## config.mk

```make
export PLATFORM = sky130hd
export DESIGN_NAME = uvs_recip
export DESIGN_NICKNAME = d
export VERILOG_FILES = /design/src/rtl/core/uvs_pkg.sv /design/src/rtl/core/uvs_recip.sv
export SDC_FILE = /design/constraint.sdc
export NUM_CORES = 1
export LEC_CHECK = 0
export BUFFER_PORTS_ARGS = -buffer_cell sky130_fd_sc_hd__buf_4
export CAP_MARGIN = 15
export CORE_UTILIZATION = 41
export CTS_BUF_LIST = sky130_fd_sc_hd__clkbuf_16
export CTS_CLUSTER_DIAMETER = 100
export DETAILED_ROUTE_END_ITERATION = 7
export GPL_ROUTABILITY_DRIVEN = 0
export PLACE_DENSITY_LB_ADDON = 0.05
export SKIP_CTS_REPAIR_TIMING = 1
export SYNTH_ARGS = -nofsm -noshare
export SYNTH_HDL_FRONTEND = slang
export SYNTH_SLANG_ARGS = --single-unit
export TNS_END_PERCENT = 50
```

## constraint.sdc

```tcl
create_clock -name clock -period 2.3 [get_ports clock]
set_input_delay 0.46 -clock clock [delete_from_list [all_inputs] [get_ports clock]]
set_output_delay 0.46 -clock clock [all_outputs]
set_load 0.05 [all_outputs]
```

## src/rtl/core/uvs_pkg.sv

```systemverilog
// ----------------------------------------------------------------------------
// UV sphere tessellator package
// Shared types, register indexes, corner offsets and the quarter-wave sine.
// ----------------------------------------------------------------------------
package uvs_pkg;

   localparam logic CSR_RADIUS    = 1'b0;
   localparam logic CSR_DIVISIONS = 1'b1;

   localparam logic [2:0] CORNER_LAST = 3'd5;

   typedef struct packed {
      logic [2:0] corner;
      logic       last;
      logic       oor;
   } meta_type;

   // Azimuth offset of each corner: 0 1 1 0 0 1
   function automatic logic corner_da(input logic [2:0] c);
      logic d;
      case (c)
         3'd1, 3'd2, 3'd5: d = 1'b1;
         default:          d = 1'b0;
      endcase
      return d;
   endfunction

   // Polar offset of each corner: 1 0 1 1 0 0
   function automatic logic corner_db(input logic [2:0] c);
      logic d;
      case (c)
         3'd0, 3'd2, 3'd3: d = 1'b1;
         default:          d = 1'b0;
      endcase
      return d;
   endfunction

   // Elaboration-time table builder: Taylor series in Q30, rounded to Q1.14.
   function automatic logic [14:0] quarter_sine(input int unsigned s, input int unsigned pb);
      longint unsigned x;
      longint unsigned x2;
      longint unsigned t;
      longint          sum;
      x   = (longint'(s) * 64'd1686629713) >> (pb - 2);
      x2  = (x * x) >> 30;
      t   = x;
      sum = longint'(x);
      t = ((t * x2) >> 30) / 6;   sum = sum - longint'(t);
      t = ((t * x2) >> 30) / 20;  sum = sum + longint'(t);
      t = ((t * x2) >> 30) / 42;  sum = sum - longint'(t);
      t = ((t * x2) >> 30) / 72;  sum = sum + longint'(t);
      t = ((t * x2) >> 30) / 110; sum = sum - longint'(t);
      t = ((t * x2) >> 30) / 156; sum = sum + longint'(t);
      t = ((t * x2) >> 30) / 210; sum = sum - longint'(t);
      if (sum < 0) sum = 0;
      sum = (sum + 64'sd32768) >>> 16;
      if (sum > 16384) sum = 16384;
      return sum[14:0];
   endfunction

endpackage

```

## src/rtl/core/uvs_recip.sv

```systemverilog
// ----------------------------------------------------------------------------
// Reciprocal unit
// Bit-serial restoring divide: recip = floor(2^RW / divisor), one bit a cycle.
// ----------------------------------------------------------------------------
module uvs_recip
   import uvs_pkg::*;
#(
   parameter int RW = 20
) (
   input  logic          clock,
   input  logic          reset,
   input  logic          start,
   input  logic [9:0]    divisor,
   output logic          busy,
   output logic [RW-1:0] recip
);
   localparam int CW = $clog2(RW + 1);

   logic          busy_ff, busy_in;
   logic [CW-1:0] cnt_ff, cnt_in;
   logic [9:0]    rem_ff, rem_in;
   logic [RW-1:0] quo_ff, quo_in;
   logic [10:0]   trial;

   always_comb begin
      busy_in = busy_ff;
      cnt_in  = cnt_ff;
      rem_in  = rem_ff;
      quo_in  = quo_ff;
      trial   = {rem_ff, 1'b0};
      if (start) begin
         busy_in = 1'b1;
         cnt_in  = CW'(RW);
         rem_in  = 10'd1;
      end else if (busy_ff) begin
         if (trial >= {1'b0, divisor}) begin
            rem_in = 10'(trial - {1'b0, divisor});
            quo_in = {quo_ff[RW-2:0], 1'b1};
         end else begin
            rem_in = trial[9:0];
            quo_in = {quo_ff[RW-2:0], 1'b0};
         end
         cnt_in = cnt_ff - 1'b1;
         if (cnt_ff == CW'(1)) busy_in = 1'b0;
      end
   end

   always_ff @(posedge clock) begin
      if (reset) begin
         busy_ff <= 1'b1;
         cnt_ff  <= CW'(RW);
         rem_ff  <= 10'd1;
      end else begin
         busy_ff <= busy_in;
         cnt_ff  <= cnt_in;
         rem_ff  <= rem_in;
      end
      quo_ff <= quo_in;
   end

   assign busy  = busy_ff;
   assign recip = quo_ff;

endmodule

```

Word-level counts from Yosys, hierarchy flattened
Cells that the tools add are included.
{"block": "word_totals", "mem_bits_rw": 0, "latch_bits": 0, "n_memories": 0, "mem_bits_ro": 0, "word_cells": 15, "register_bits": 36, "output_inout_bits": 21}
{"block": "classes", "order_cmp": 1, "div": 0, "mux": 4, "eq_ne": 1, "bitwise": 1, "reduce_logical": 2, "addsub": 2, "shifts": 0, "multipliers": 0}
{"operator": "11-bit by 10-bit greater-or-equal comparator with 1-bit output", "n": 1}
{"operator": "10-bit 2-to-1 mux", "n": 1}
{"operator": "10-bit subtractor", "n": 1}
{"operator": "5-bit by 1-bit == test with 1-bit output (second input constant)", "n": 1}
{"operator": "5-bit by 1-bit subtractor with 5-bit output (second input constant)", "n": 1}
{"operator": "1-bit 2-to-1 mux", "n": 3}
{"operator": "2-bit AND reduction", "n": 1}
{"operator": "2-bit OR reduction", "n": 1}
{"operator": "1-bit NOT", "n": 1}

Depth between registers and ports, before layout
{"block": "logic_depth", "depth_word": 3, "ltp_mapped": 10, "depth_no_buf": 9}

Worst setup path after synthesis
Ideal clock, no wire load.
{"block": "synth_path", "path_type": "flip-flop to flip-flop", "startpoint": "register busy_ff, in the netlist busy", "endpoint": "register quo_ff[0], in the netlist recip[0], enable pin", "path_buffers": 1, "slack_ns": 0.058, "path_stages_with_launch": 4, "setup_time_ns": 0.397, "arrival_ns": 1.845, "t_required_ns": 1.903, "cell_sequence": "dfxtp_1 clkbuf_1 inv_2 nor2_1"}
{"block": "synth_between", "elab_chain_len": 1}
{"item": "start: declaration", "line_no": "uvs_recip.sv:19", "rtl": "logic busy_ff, busy_in;"}
{"item": "start signal: assignment", "line_no": "uvs_recip.sv:54", "rtl": "busy_ff <= busy_in;"}
{"item": "2-bit AND reduction (no source line)"}
{"item": "end signal: assignment", "line_no": "uvs_recip.sv:58", "rtl": "quo_ff <= quo_in;"}
{"item": "end: declaration", "line_no": "uvs_recip.sv:22", "rtl": "logic [RW-1:0] quo_ff, quo_in;"}
Every way passes these cells.
A chain may end at the register's enable or synchronous reset.

Worst setup path after layout
{"block": "layout_path", "startpoint": "input port divisor[0]", "endpoint": "register rem_ff[8]"}
{"block": "layout_between", "elab_chain_len": 2, "elab_cells_between_ends": 3}
{"item": "start: declaration", "line_no": "uvs_recip.sv:13", "rtl": "input logic [9:0] divisor,"}
{"item": "10-bit subtractor / 11-bit by 10-bit greater-or-equal comparator with 1-bit output (equally long branches)", "line_no": "uvs_recip.sv:37, uvs_recip.sv:36"}
{"item": "10-bit 2-to-1 mux (*)", "line_no": "uvs_recip.sv:36", "rtl": "if (trial >= {1'b0, divisor}) begin"}
{"item": "end signal: assignment", "line_no": "uvs_recip.sv:56", "rtl": "rem_ff <= rem_in;"}
{"item": "end: declaration", "line_no": "uvs_recip.sv:21", "rtl": "logic [9:0] rem_ff, rem_in;"}
Mark *: on every way between the ends. The rest lies on a longest branch, timed or not.

==> results.py <==
metrics = {
    "cells_and_area": {
        "final_common_cell": "buf_4",
        "final_cell_mix": "49 x buf_4, 20 x edfxtp_1, 18 x nor2_1",
        "stdcell_count": 271,
        "nNetsFinal": 246,
        "insertedDiodeCount": 0,
        "drive_above_1_share_pct": 29.0,
        "postLayoutCellArea_um2": 2370,
        "syn2layout_area_growth_pct": 30.6,
    },
    "logic_synthesis": {
        "syn_nets": 196,
        "synth_fa_ha_area_share_pct": 9.38,
        "synth_edf_count": 20,
        "syn_inst": 170,
        "synth-xor-area-share_pct": 4.83,
        "async_flop_share_pct": 0,
        "synth.avg_cell_area_um2": 10.7,
        "synth_top_flop_cell": "edfxtp_1",
        "synth_top_area_share_pct": 33.1,
        "synth_top_family_by_area": "compound AO/OA/AOI/OAI gates",
        "synth.cell_area_um2": 1810,
        "synth-compound-area-share_pct": 14.5,
        "synth_top_area_cell": "edfxtp_1",
        "yosysSeqAreaShare_pct": 50.8,
        "yosys_warnings": 0,
        "ys_types": 40,
        "synthMuxAreaShare_pct": 3.31,
        "synth_area_leaders": "edfxtp_1 33%, dfxtp_1 18%, ha_1 8.3%",
        "yosys.area_share.simple_pct": 12.7,
        "ys_seq_elements": 36,
    },
    "power_and_ir_drop": {
        "finalPower_uw": 1610,
        "p_leak_uw": 0.00103,
        "p_seq_share_pct": 45.0,
        "p_int_uw": 1200,
        "p_sw_share_pct": 25.6,
        "p_clk_share_pct": 40.3,
        "ir_worst_vdd_v": 0.000331,
        "power_density_nw_per_um2": 681,
        "pwr-share-comb_pct": 14.7,
        "p_switching_uw": 412,
    },
    "critical_path": {
        "worstPathRequired_ns": 2.47,
        "slowest_delay_ns": 0.44,
        "crit_path_end_kind": "flip-flop",
        "critPathMaxFanout": 3,
        "crit_slowest_cell": "fa_1",
        "path_cells": "buf_4, inv_1, fa_1, a211oi_1, o21bai_1, a21oi_1, a21oi_1, xor2_1, a41o_1",
        "arrival_ns": 2.31,
        "start_kind": "primary input",
        "crit_type": "primary input to flip-flop",
        "crit_top_cell": "a21oi_1",
    },
    "sta": {
        "fmax_mhz": 467,
        "hold_violations": 0,
        "rsz0062_at_grt": "false",
        "relSlewSlack_pct": 63.5,
        "fin_crit_ns": 2.14,
        "setup_viol": 0,
        "whs_ns": 0.447,
        "slew_violations": 0,
        "fin_skew_ns": 0.00290,
        "finalSetupTns_ns": 0,
        "post-route-period-util_pct": 93.1,
        "max_slew.worst_pin.slew_ns": 0.547,
    },
    "placed_design": {
        "io_buffer_count": 33,
        "dp_cells": 263,
        "place_area_um2": 2220,
        "dp_hpwl_um": 2810,
    },
    "drt": {
        "initialDrtViolationCount": 59,
        "viasPerCell": 5.12,
        "avgRoutedWirePerCell_um": 13.7,
        "routed_wl_um": 3720,
        "first_pass_iters": 4,
        "vias": 1387,
        "drc": 0,
        "ant_nets": 0,
    },
    "die": {
        "die_w_um": 68.5,
        "core_area_um2": 4120,
        "num_rows": 23,
        "die_h_um": 68.5,
        "io_pins": 34,
        "dieArea_um2": 4690,
        "start_util_pct": 44.1,
    },
    "clocking": {
        "clk_latency_ns": 0.28,
        "cts_tree": "built",
        "cts.htree.levels": 2,
        "clkTransAtPathRegs_ns": 0.06,
        "cts_buffer_depth": 2,
        "clock_sinks": 36,
        "cts-root-buf": "clkbuf_16",
        "cts_made_buffers": 5,
    },
    "grt": {
        "antenna_found_initial": 0,
        "grtUsageTotal_pct": 17.2,
        "overflow": 0,
        "grt_start_max_net_pins": 21,
        "grt_pass1_wl_um": 5890,
        "grt_pass1_vias": 1316,
    },
    "status": {
        "status": "finished clean",
    },
    "job": {
        "drv_cap": 0,
    },
    "hold_path": {
        "hold_class": "flip-flop to flip-flop",
    },
}
[metrics by stage]
| stage | utilization [%] | worst slack (ns) |
|---|---|---|
| CTS | 57.4 | 0.0564 |
| global route | 57.6 | 0.0584 |
| detailed placement | 53.9 | -0.192 |
| floorplan | - | 0.0579 |
| global placement | 53.9 | -0.111 |
| finish | 57.6 | 0.159 |
[flip-flops by register name (all words and copies together) (netlist names)]
register and flops:
recip 20, rem_ff 10, busy 1, cnt_ff 5
[worst paths after layout]
path | endpoint | slack (ns) | from | cells after the start
max | rem_ff[8] | 0.16 | divisor[0] | 9
min | recip[19] | 0.45 | recip[18] | 0
max reg2reg | rem_ff[8] | 0.17 | rem_ff[1] | 8
min reg2reg | recip[19] | 0.45 | recip[18] | 0
[routing by layer]
metal  up-vias  part of all wire, %  GRT usage [%]  wire, um
li1        702                    -              -         -
met1       652                   45           22.6      1670
met2        28                   49           27.3      1820
met3         5                  4.8           3.45       177
met4         0                  1.2           7.81        45
met5         -                    0              0         0
[area by class of cell]
type	count	area (um2)
fill	360	1750
sequential	36	921
multi-input combinational	114	821
timing repair buffer	49	368
clock buffer	5	125
tap	50	62.6
inverter	14	52.6
clock inverter	3	18.8
[cell usage after synthesis (3+ instances only)]
master    instances
dfxtp_1          16
a21o_1            3
xnor2_1           6
xor2_1            4
ha_1             12
clkbuf_1          5
nor2_1           19
a21oi_1           8
o21ai_0           9
a211oi_1          4
inv_1            13
nand2b_1          6
mux2i_1           6
nand2_1           6
edfxtp_1         20
nand3_1           3
[power by group through the flow]
stage               clock network [uW]  logic, uW  registers (uW)
finish                             650        237             726
global route                       687        257             729
CTS                                659        238             726
detailed placement                   0        237             739
global placement                     0        232             737
floorplan                            0       89.5             802
[worst max-delay path: cells and delay by family]
family / cells / cell delay, ns
fa+ha+maj: 1 / 0.44
compound gates: 5 / 1.11
buf+inv: 2 / 0.15
xor+xnor: 1 / 0.15
[cell families after synthesis]
family | count (synthesis)
compound gates | 39
xor+xnor | 10
buf+inv | 20
simple gates | 46
flops | 36
mux | 6
fa+ha+maj | 13
Note: power is estimated with default switching activity, not from simulation.
